### config.mk
export PLATFORM = sky130hd
export DESIGN_NAME = fifo_page_replacement
export DESIGN_NICKNAME = d
export VERILOG_FILES = /design/src/sv/fpr_pkg.sv /design/src/sv/fpr_frame_mem.sv /design/src/sv/fpr_ctrl.sv /design/src/sv/fifo_page_replacement.sv
export SDC_FILE = /design/constraint.sdc
export NUM_CORES = 1
export LEC_CHECK = 0
export CAP_MARGIN = 25
export CORE_ASPECT_RATIO = 1.75
export CORE_MARGIN = 2
export CORE_UTILIZATION = 55
export CTS_BUF_LIST = sky130_fd_sc_hd__clkbuf_8
export DETAILED_ROUTE_END_ITERATION = 8
export DONT_BUFFER_PORTS = 1
export PLACE_DENSITY = 0.72
export SYNTH_ARGS = -nofsm -noshare
export SYNTH_HDL_FRONTEND = slang
export SYNTH_SLANG_ARGS = --single-unit
### constraint.sdc
create_clock -name clk -period 6.58 [get_ports clk]
set_input_delay 1.316 -clock clk [delete_from_list [all_inputs] [get_ports clk]]
set_output_delay 1.316 -clock clk [all_outputs]
set_load 0.005 [all_outputs]
### src/sv/fpr_pkg.sv
// Shared constants and types for the FIFO page replacement block.
package fpr_pkg;

  localparam int unsigned TOTAL_W = 32;
  localparam int unsigned CFG_W   = 3;
  localparam logic [CFG_W-1:0] CFG_RESET = 3'd4;
  localparam logic [TOTAL_W-1:0] TOTAL_MAX = 32'hFFFF_FFFF;

  // Completion status handed from the controller to the result stage.
  typedef struct packed {
    logic done;
    logic hit;
    logic ev_valid;
  } fpr_status_t;

endpackage

### src/sv/fpr_frame_mem.sv
// Frame store: one write port and one registered read port.
module fpr_frame_mem
  #(
    parameter int unsigned DEPTH = 4,
    parameter int unsigned WIDTH = 8,
    parameter int unsigned AW    = 2
  )
  (
    input  logic             clk,
    input  logic             rd_en,
    input  logic [AW-1:0]    rd_addr,
    output logic [WIDTH-1:0] rd_data,
    input  logic             wr_en,
    input  logic [AW-1:0]    wr_addr,
    input  logic [WIDTH-1:0] wr_data
  );

  logic [WIDTH-1:0] mem [DEPTH];
  logic [WIDTH-1:0] rd_data_r;

  always_ff @(posedge clk) begin
    if (wr_en) begin
      mem[wr_addr] <= wr_data;
    end
    if (rd_en) begin
      rd_data_r <= mem[rd_addr];
    end
  end

  assign rd_data = rd_data_r;

endmodule

### src/sv/fpr_ctrl.sv
// Scan and update sequencer: compares a page with each resident frame, then writes back on a miss.
module fpr_ctrl
  import fpr_pkg::*;
  #(
    parameter int unsigned FRAMES    = 4,
    parameter int unsigned PAGE_BITS = 8,
    parameter int unsigned IDX_W     = 2,
    parameter int unsigned CNT_W     = 3
  )
  (
    input  logic                 clk,
    input  logic                 rst_n,
    input  logic                 in_valid,
    output logic                 in_stall,
    input  logic [PAGE_BITS-1:0] in_page,
    input  logic [CNT_W-1:0]     limit,
    input  logic                 out_free,
    output logic                 mem_rd_en,
    output logic [IDX_W-1:0]     mem_rd_addr,
    input  logic [PAGE_BITS-1:0] mem_rd_data,
    output logic                 mem_wr_en,
    output logic [IDX_W-1:0]     mem_wr_addr,
    output logic [PAGE_BITS-1:0] mem_wr_data,
    output fpr_status_t          status,
    output logic [PAGE_BITS-1:0] ev_page
  );

  typedef enum logic [3:0] {
    S_IDLE = 4'b0001,
    S_SCAN = 4'b0010,
    S_DONE = 4'b0100,
    S_SPARE = 4'b1000
  } state_t;

  state_t                state_r, state_nxt;
  logic [CNT_W-1:0]      occ_r, occ_nxt;
  logic [IDX_W-1:0]      oldest_r, oldest_nxt;
  logic [CNT_W-1:0]      iss_cnt_r, iss_cnt_nxt;
  logic [IDX_W-1:0]      iss_ptr_r, iss_ptr_nxt;
  logic                  rd_vld_r, rd_vld_nxt;
  logic                  first_r, first_nxt;
  logic                  hit_r, hit_nxt;
  logic [PAGE_BITS-1:0]  page_r, page_nxt;
  logic [PAGE_BITS-1:0]  old_page_r, old_page_nxt;
  logic                  evict;
  logic [CNT_W:0]        wr_sum;

  function automatic logic [IDX_W-1:0] ring_inc(input logic [IDX_W-1:0] p);
    ring_inc = (p == IDX_W'(FRAMES - 1)) ? '0 : p + 1'b1;
  endfunction

  // Slot of the new page: the oldest pointer plus the occupancy, modulo the frame count.
  // On an eviction with every frame occupied this is the slot the oldest page gives up.
  assign wr_sum = (CNT_W+1)'(oldest_r) + {1'b0, occ_r};
  assign evict  = (occ_r >= limit);

  assign in_stall    = (state_r != S_IDLE);
  assign mem_wr_addr = (wr_sum >= (CNT_W+1)'(FRAMES)) ?
                       IDX_W'(wr_sum - (CNT_W+1)'(FRAMES)) : IDX_W'(wr_sum);
  assign mem_wr_data = page_r;
  assign ev_page     = old_page_r;

  always_comb begin
    state_nxt    = state_r;
    occ_nxt      = occ_r;
    oldest_nxt   = oldest_r;
    iss_cnt_nxt  = iss_cnt_r;
    iss_ptr_nxt  = iss_ptr_r;
    rd_vld_nxt   = 1'b0;
    first_nxt    = 1'b0;
    hit_nxt      = hit_r;
    page_nxt     = page_r;
    old_page_nxt = old_page_r;
    mem_rd_en    = 1'b0;
    mem_rd_addr  = iss_ptr_r;
    mem_wr_en    = 1'b0;
    status       = '0;

    case (state_r)
      S_IDLE: begin
        if (in_valid) begin
          page_nxt = in_page;
          hit_nxt  = 1'b0;
          if (occ_r == '0) begin
            state_nxt = S_DONE;
          end else begin
            mem_rd_en   = 1'b1;
            mem_rd_addr = oldest_r;
            iss_cnt_nxt = CNT_W'(1);
            iss_ptr_nxt = ring_inc(oldest_r);
            rd_vld_nxt  = 1'b1;
            first_nxt   = 1'b1;
            state_nxt   = S_SCAN;
          end
        end
      end
      S_SCAN: begin
        if (rd_vld_r && (mem_rd_data == page_r)) begin
          hit_nxt = 1'b1;
        end
        if (first_r) begin
          old_page_nxt = mem_rd_data;
        end
        if (iss_cnt_r < occ_r) begin
          mem_rd_en   = 1'b1;
          mem_rd_addr = iss_ptr_r;
          iss_cnt_nxt = iss_cnt_r + 1'b1;
          iss_ptr_nxt = ring_inc(iss_ptr_r);
          rd_vld_nxt  = 1'b1;
        end else begin
          state_nxt = S_DONE;
        end
      end
      S_DONE: begin
        if (out_free) begin
          status.done     = 1'b1;
          status.hit      = hit_r;
          status.ev_valid = !hit_r && evict;
          if (!hit_r) begin
            mem_wr_en = 1'b1;
            if (evict) begin
              oldest_nxt = ring_inc(oldest_r);
            end else begin
              occ_nxt = occ_r + 1'b1;
            end
          end
          state_nxt = S_IDLE;
        end
      end
      default: begin
        state_nxt = S_IDLE;
      end
    endcase
  end

  always_ff @(posedge clk) begin
    if (!rst_n) begin
      state_r  <= S_IDLE;
      occ_r    <= '0;
      oldest_r <= '0;
      rd_vld_r <= 1'b0;
      first_r  <= 1'b0;
    end else begin
      state_r  <= state_nxt;
      occ_r    <= occ_nxt;
      oldest_r <= oldest_nxt;
      rd_vld_r <= rd_vld_nxt;
      first_r  <= first_nxt;
    end
  end

  always_ff @(posedge clk) begin
    iss_cnt_r  <= iss_cnt_nxt;
    iss_ptr_r  <= iss_ptr_nxt;
    hit_r      <= hit_nxt;
    page_r     <= page_nxt;
    old_page_r <= old_page_nxt;
  end

endmodule

### src/sv/fifo_page_replacement.sv
// Top level of the FIFO page replacement block: configuration, totals and result register.
//
// Each input transaction carries one page reference. The block checks it against the
// resident pages, which sit in a small synchronous frame memory kept as a ring in arrival
// order, and returns one result transaction: whether the page hit, whether a miss evicted
// the oldest page and which page that was (zero otherwise), and the saturating running hit
// and miss totals including this reference. A transaction is accepted in the cycle that
// issues its first frame read, or that moves straight to the write-back when the store is
// empty. The controller reads one resident frame per cycle through the single memory read
// port, compares the last frame read, and then does the write-back and result update, which
// waits while the output register is full and stalled; the result is loaded into the output
// register with that update. The next transaction can be accepted in the cycle after that.
// One item is in work at a time; a finished result waits in the output register while the
// next item is accepted and scanned. The frames_in_use register limits how many frames are
// filled: zero acts as one, values above FRAMES act as FRAMES, and if it is lowered below
// the current occupancy the resident pages stay and each later miss swaps out exactly one
// oldest page. Write it only while the block is idle.
module fifo_page_replacement
  import fpr_pkg::*;
  #(
    parameter int unsigned FRAMES    = 4,
    parameter int unsigned PAGE_BITS = 8
  )
  (
    input  logic                 clk,
    input  logic                 rst_n,
    input  logic                 in_valid,
    output logic                 in_stall,
    input  logic [PAGE_BITS-1:0] in_page,
    output logic                 out_valid,
    input  logic                 out_stall,
    output logic                 out_hit,
    output logic                 out_evicted_valid,
    output logic [PAGE_BITS-1:0] out_evicted_page,
    output logic [TOTAL_W-1:0]   out_hit_count,
    output logic [TOTAL_W-1:0]   out_miss_count,
    input  logic                 cfg_we,
    input  logic [CFG_W-1:0]     cfg_wdata
  );

  localparam int unsigned IDX_W = (FRAMES > 1) ? $clog2(FRAMES) : 1;
  localparam int unsigned CNT_W = $clog2(FRAMES + 1);
  localparam int unsigned CMP_W = (CNT_W > CFG_W) ? CNT_W : CFG_W;

  logic [CFG_W-1:0]     frames_in_use_r;
  logic [CMP_W-1:0]     lim_raw;
  logic [CNT_W-1:0]     limit;
  logic                 out_free;
  fpr_status_t          status;
  logic [PAGE_BITS-1:0] ev_page;

  logic                 mem_rd_en;
  logic [IDX_W-1:0]     mem_rd_addr;
  logic [PAGE_BITS-1:0] mem_rd_data;
  logic                 mem_wr_en;
  logic [IDX_W-1:0]     mem_wr_addr;
  logic [PAGE_BITS-1:0] mem_wr_data;

  logic                 out_valid_r, out_valid_nxt;
  logic                 hit_o_r;
  logic                 ev_valid_o_r;
  logic [PAGE_BITS-1:0] ev_page_o_r;
  logic [TOTAL_W-1:0]   hit_total_r, hit_total_nxt;
  logic [TOTAL_W-1:0]   miss_total_r, miss_total_nxt;

  // Clamp the configured limit into the range one to FRAMES.
  always_comb begin
    lim_raw = (frames_in_use_r == '0) ? CMP_W'(1) : CMP_W'(frames_in_use_r);
    if (lim_raw > CMP_W'(FRAMES)) begin
      lim_raw = CMP_W'(FRAMES);
    end
  end
  assign limit = CNT_W'(lim_raw);

  // The result register can take a new transaction when empty or being drained this cycle.
  assign out_free = !out_valid_r || !out_stall;

  fpr_frame_mem #(
    .DEPTH (FRAMES),
    .WIDTH (PAGE_BITS),
    .AW    (IDX_W)
  ) u_mem (
    .clk     (clk),
    .rd_en   (mem_rd_en),
    .rd_addr (mem_rd_addr),
    .rd_data (mem_rd_data),
    .wr_en   (mem_wr_en),
    .wr_addr (mem_wr_addr),
    .wr_data (mem_wr_data)
  );

  fpr_ctrl #(
    .FRAMES    (FRAMES),
    .PAGE_BITS (PAGE_BITS),
    .IDX_W     (IDX_W),
    .CNT_W     (CNT_W)
  ) u_ctrl (
    .clk         (clk),
    .rst_n       (rst_n),
    .in_valid    (in_valid),
    .in_stall    (in_stall),
    .in_page     (in_page),
    .limit       (limit),
    .out_free    (out_free),
    .mem_rd_en   (mem_rd_en),
    .mem_rd_addr (mem_rd_addr),
    .mem_rd_data (mem_rd_data),
    .mem_wr_en   (mem_wr_en),
    .mem_wr_addr (mem_wr_addr),
    .mem_wr_data (mem_wr_data),
    .status      (status),
    .ev_page     (ev_page)
  );

  // Totals saturate at their all-ones value.
  always_comb begin
    hit_total_nxt  = hit_total_r;
    miss_total_nxt = miss_total_r;
    out_valid_nxt  = out_valid_r;
    if (status.done) begin
      out_valid_nxt = 1'b1;
      if (status.hit) begin
        if (hit_total_r != TOTAL_MAX) begin
          hit_total_nxt = hit_total_r + 1'b1;
        end
      end else begin
        if (miss_total_r != TOTAL_MAX) begin
          miss_total_nxt = miss_total_r + 1'b1;
        end
      end
    end else if (!out_stall) begin
      out_valid_nxt = 1'b0;
    end
  end

  always_ff @(posedge clk) begin
    if (!rst_n) begin
      frames_in_use_r <= CFG_RESET;
      out_valid_r     <= 1'b0;
      hit_total_r     <= '0;
      miss_total_r    <= '0;
    end else begin
      if (cfg_we) begin
        frames_in_use_r <= cfg_wdata;
      end
      out_valid_r  <= out_valid_nxt;
      hit_total_r  <= hit_total_nxt;
      miss_total_r <= miss_total_nxt;
    end
  end

  always_ff @(posedge clk) begin
    if (status.done) begin
      hit_o_r      <= status.hit;
      ev_valid_o_r <= status.ev_valid;
      ev_page_o_r  <= status.ev_valid ? ev_page : '0;
    end
  end

  assign out_valid         = out_valid_r;
  assign out_hit           = hit_o_r;
  assign out_evicted_valid = ev_valid_o_r;
  assign out_evicted_page  = ev_page_o_r;
  assign out_hit_count     = hit_total_r;
  assign out_miss_count    = miss_total_r;

endmodule
## Word level (Yosys, flattened, before mapping)

Memories as Yosys holds them, arrays and structs flattened. A register that Yosys moved wholly into a read port is not among the register bits.
Index checks and enable logic that the tools add are counted.

- $add $sub $neg: 8
- $lt $le $gt $ge: 4
- Equal/unequal tests: 16
- Multiplexer cells: 37
- Bitwise gates (word level): 3
- Reductions and logical operators: 19

Operators with widths:

| cell | number |
|---|---|
| 32-bit by 1-bit adder with 32-bit output, second input constant | 2 |
| 32-bit != test, second input constant | 2 |
| 3-bit two-way mux | 8 |
| 2-bit two-way mux | 9 |
| 1-bit two-way mux | 12 |
| 4-bit two-way mux | 3 |
| 4-bit one-hot mux with 3 select lines | 1 |
| 3-bit AND reduction | 4 |
| 4-bit AND reduction | 3 |
| 8-bit == test | 1 |
| 2-bit != test, second input constant | 4 |
| 3-bit by 1-bit adder with 3-bit output, second input constant | 2 |
| 3-bit logical NOT | 2 |
| 2-bit by 1-bit != test with 1-bit output, second input constant | 3 |
| 3-bit one-hot mux with 2 select lines | 1 |
| 2-bit AND reduction | 3 |
| 2-bit by 1-bit adder with 2-bit output, second input constant | 2 |
| 2-bit by 3-bit adder with 4-bit output | 1 |
| 2-bit == test, second input constant | 2 |
| 4-bit by 1-bit == test with 1-bit output, second input constant | 1 |
| 4-bit by 2-bit == test with 1-bit output, second input constant | 1 |
| 4-bit by 3-bit == test with 1-bit output, second input constant | 1 |
| 4-bit by 3-bit greater-or-equal comparator with 1-bit output, second input constant | 1 |
| 4-bit by 1-bit != test with 1-bit output, second input constant | 1 |
| 11 further kinds | 17 |

- Bits in registers: 111
- Bits in writable memories: 32
- Bits of input ports: 16
- Output and inout bits: 76
- Logic and storage cells: 105
- Memories kept: 1

Memories:

| memory | words | bits a word | read ports | clocked after memory_dff | write ports | line | text |
|---|---|---|---|---|---|---|---|
| u_mem.mem | 4 | 8 | 1 | 1 | 1 | fpr_frame_mem.sv:18 | `logic [WIDTH-1:0] mem [DEPTH];` |

## Logic depth before layout (Yosys ltp)

- Word-level depth: 10
- Mapped depth: 8
- Depth with buffers taken out: 8

## By module

A second synthesis with hierarchy kept.

- Cell total of the unflattened synthesis: 623
- Area, all modules: 6789.0 um^2

By module, submodules not included:

| module | times used | cells an instance | area each (um^2) | seq. area each (um^2) |
|---|---|---|---|---|
| fifo_page_replacement | 1 | 441 | 3827.4 | 1661.6 |
| fpr_ctrl | 1 | 128 | 1532.7 | 860.8 |
| fpr_frame_mem | 1 | 54 | 1428.9 | 1201.2 |

## Least setup slack after synthesis

No wires, ideal clock.

- Kind: in2reg
- Start point: input port in_valid
- End point: register u_mem.rd_data_r[5], in the netlist u_mem.rd_data[5], read port of u_mem.mem, data pin
- Library setup time: 288 ps
- Arrival: 2998 ps
- Required time: 6292 ps
- Setup slack: 3294 ps
- Stages: 6
- Buffers on the path: 1
- Cells stage by stage: and4bb_2 nand2_1 mux2i_1 buf_4 mux2i_1 mux2i_1

- Longest elaborated chain between the ends: 2
- Elaborated cells between the ends (all ways): 4
- Those cells by class: 4 x mux

RTL lines:

| what | line | text |
|---|---|---|
| start: declaration | fifo_page_replacement.sv:27 | `input logic in_valid,` |
| 1-bit two-way mux or 2-bit two-way mux (tied branches) | fpr_ctrl.sv:81 | `if (in_valid) begin` |
| 1-bit one-hot mux with 2 select lines or 2-bit two-way mux (tied branches) | n/a |  |
| end: declaration | fpr_frame_mem.sv:19 | `logic [WIDTH-1:0] rd_data_r;` |

Several ways; a longest one is shown, not always the timed one.
A chain may end at the register's enable or synchronous reset.

## Worst setup path in the final report

- Start point: register miss_total_r[0], in the netlist out_miss_count[0]
- End point: register miss_total_r[2], in the netlist out_miss_count[2]

- Longest elaborated chain between the ends: 2
- Elaborated cells between the ends (all ways): 3
- Those cells by class: 1 x add/sub; 1 x eq/ne; 1 x reduce/logical

RTL lines:

| what | line | text |
|---|---|---|
| start: declaration | fifo_page_replacement.sv:64 | `logic [TOTAL_W-1:0] miss_total_r, miss_total_nxt;` |
| start signal: assignment | fifo_page_replacement.sv:148 | `miss_total_r <= miss_total_nxt;` |
| parallel branches: the longest is 2 deep, another holds 32-bit by 1-bit adder with 32-bit output | n/a |  |

Parallel ways; which one is timed is not known.

==> out/metrics.yaml <==
status:
  status: "completed"
sta:
  setup_viol: 0
  tightest_slew_ns: 1.042
  rsz0062_at_grt: "no"
  fin_skew_ns: 0.01490
  tns_ns: 0
  max_freq_mhz: 351.3
  slew_headroom_pct: 30.00
  drv_slew: 0
  fin_crit_sh_pct: 43.26
  hold_viol_final: 0
  hold_slack_ns: 0.4752
  period_needed_ns: 2.846
routing:
  drt_iter0_markers: 210
  wirelength_um: 14530
  wl_per_cell_um: 17.89
  drc: 0
  via_per_inst: 6.084
  route.vias.total: 4940
  detail-route-antenna-nets: 0
  dr.pass1.iters: 4
logic_synthesis:
  synth_area_sq_um: 6726
  avgSynthCellArea_sq_um: 10.66
  synth-seq-cells: 150
  synth_largest_area_cell: "edfxtp_1"
  synth_compound_area_share_pct: 10.51
  synth-edff-count: 72
  async_flop_share_pct: 0
  synth_cells: 631
  yosys_warnings: 0
  synthAdderAreaFrac_pct: 2.418
  ys_top_cells_by_area: "edfxtp_1 (32%), dfxtp_1 (23%), mux2i_1 (6.0%)"
  ys_seq_area_share_pct: 55.36
  synthSimpleGateAreaFrac_pct: 20.42
  synth.distinct_cells: 51
  synth_xor_area_share_pct: 2.865
  synth_top_family_by_area: "simple AND/OR/NAND/NOR gates"
  syn_nets: 660
  synth-main-ff-cell: "dfxtp_1"
  yosysTopAreaCellShare_pct: 32.14
  synthMuxAreaShare_pct: 5.952
placement:
  numPortBuffers: 0
  gp_congestion: 0.8626
  dp_hpwl_um: 10610
floorplan:
  rows: 53
  die_h_um: 150.3
  die_area_sq_um: 13170
  fp.dieW_um: 87.60
  ios: 92
  core_sq_um: 12000
  start_util_pct: 56.04
hold_path:
  holdPathEnd: "u_ctrl.ev_page[0]$_DFFE_PP_"
  min-delay-start: "u_mem.rd_data[0]$_DFFE_PP_"
  hold_path_class: "reg2reg"
  whs_path_depth: 0
layout:
  final_layout_size_suffix_gt1_share_pct: 8.501
  syn2layout_area_growth_pct: 8.687
  antennaDiodeCount: 0
  nets: 663
grt:
  grt_pass1_vias: 4675
  antenna_found_initial: 0
  grt_max_degree: 65
  gr-total-overflow: 0
  grt_use_total_pct: 22.32
  grt_pass1_wl_um: 22600
setup_path:
  path_cells: "ha_1 > nand4_1 > or4_1 > nor3_1 > o21ai_0 > a21oi_1"
  endpoint_kind: "register"
  cp.arrival_ns: 3.22
  regToRegEndpoint: "out_miss_count[2]$_SDFFE_PN0P_"
  cp_max_fo: 12
  worstSetupPathType: "reg2reg"
  reg2reg_depth: 6
  crit_path_max_incr_delay_ns: 0.87
  crit_slowest_cell: "nor3_1"
  r2r_slack_ns: 3.73
  r2r-start: "out_miss_count[0]$_SDFFE_PN0P_"
  cp.required_ns: 6.95
  crit_path_start_kind: "register"
clock_network:
  path_clk_slew_ns: 0.08
  postCtsSetupBuffers: 0
  cts_sinks: 150
  cts.path.max_buffers: 2
  htreeDepth: 4
  cts_hold_buf: 0
  cts-resized-gates: 0
  cts-buffers-inserted: 17
  clk_latency_ns: 0.45
  tritoncts: "yes"
  cts_root_buf: "clkbuf_8"
power_and_ir_drop:
  leakage_uw: 0.002377
  p_per_area_nw_per_um2: 239.4
  ir_drop_mv: 0.2313
job:
  max_cap_violations: 0
[critical path, delay by kind of cell, from the launching register on]
| kind | cells | cell delay [ns] |
|---|---|---|
| AND/OR/NAND/NOR | 3 | 1.72 |
| flip-flops | 1 | 0.45 |
| AO/OA/AOI/OAI | 2 | 0.38 |
| adder cells (fa/ha/maj) | 1 | 0.23 |
[cell families after synthesis]
kind of cell	count (synthesis)
fa+ha+maj	13
compound gates	121
mux	40
buf+inv	42
xor+xnor	22
simple gates	243
flops	150
[cell usage after synthesis, drive strengths merged, types with 6 or more instances]
master and count:
a21o 6, o31ai 16, nand3 27, edfxtp 72
nor3 11, nor4 12, nand4 23, nand2 51
dfxtp 78, and3 12, a21oi 52, nor2 25
o21ai 34, inv 18, ha 13, mux2i 40
xnor2 13, nand2b 14, xor2 9, o211ai 6
clkbuf 19, or4 20, or3 29
[flip-flops by register name (all words and copies together), names as in the netlist, 3 cells and up]
name,cells
u_ctrl.ev_page,8
out_evicted_page,8
frames_in_use_r,3
out_hit_count,32
out_miss_count,32
u_ctrl.occ_r,3
u_mem.rd_data,8
u_ctrl.iss_cnt_r,3
u_ctrl.state_r,3
u_mem.mem,32
u_ctrl.mem_wr_data,8
[worst max-delay path by stage]
stage                              startpoint                               to  slack [ns]  cells after the start
5_1_grt        out_miss_count[0]$_SDFFE_PN0P_  out_miss_count[21]$_SDFFE_PN0P_        3.51                      6
6_report       out_miss_count[0]$_SDFFE_PN0P_   out_miss_count[2]$_SDFFE_PN0P_        3.73                      6
2_1_floorplan                        in_valid       u_mem.rd_data[5]$_DFFE_PP_        3.29                      6
4_1_cts                             out_stall        u_mem.mem[2][4]$_DFFE_PP_        3.64                      3
3_3_place_gp                        out_stall        u_mem.mem[2][1]$_DFFE_PP_        3.29                      3
3_5_place_dp                        out_stall        u_mem.mem[2][1]$_DFFE_PP_        3.16                      3
[metrics by stage]
stage | std cells | instance area [sq um] | power, uW | worst slack (ns) | utilization [%]
4_1_cts | 807 | 7266 | 1768 | 3.644 | 60.53
3_3_place_gp | 775 | 6860 | 1058 | 3.288 | 57.16
2_1_floorplan | 631 | 6726 | 1049 | 3.294 | -
5_1_grt | 812 | 7311 | 1815 | 3.513 | 60.91
3_5_place_dp | 775 | 6860 | 1060 | 3.158 | 57.16
6_report | 812 | 7311 | 1750 | 3.734 | 60.91
[where the power goes]
part | internal (uW) | switching, uW
sequential | 987 | 11.7
combinational | 15.2 | 25.8
clock | 347 | 364
total | 1350 | 402
[placed cells by master (no fill, tap or decap), drive strengths merged, types with 3 or more instances in the layout]
master / instances
and3: 12
ha: 13
xnor2: 13
or3: 29
o21ai: 34
mux2i: 40
nand4: 23
nor3: 11
o31ai: 16
o211ai: 6
clkbuf: 18
inv: 23
buf: 7
a21oi: 52
nor2: 25
and2: 4
clkinvlp: 3
clkinv: 5
and4: 3
nand3: 27
or4: 20
or2: 4
a21o: 6
nor4: 12
nand2: 51
nand2b: 14
dfxtp: 78
edfxtp: 72
xor2: 9
[cell type report]
cell class	count	area, sq um
Tap cell	165	206.4
Timing Repair Buffer	8	67.56
Multi-Input combinational cell	439	2840
Clock inverter	15	171.4
Inverter	18	67.56
Fill cell	999	4692
Sequential cell	150	3724
Clock buffer	17	234.0
[per-layer routing]
metal	global-route usage (%)	part of all wire, %	up-vias
met2	40.87	56	144
met5	0	0	-
met1	21.90	35	2404
met4	10.23	2.3	0
li1	-	-	2368
met3	7.675	6.7	24
(Power assumes the default switching activity.)
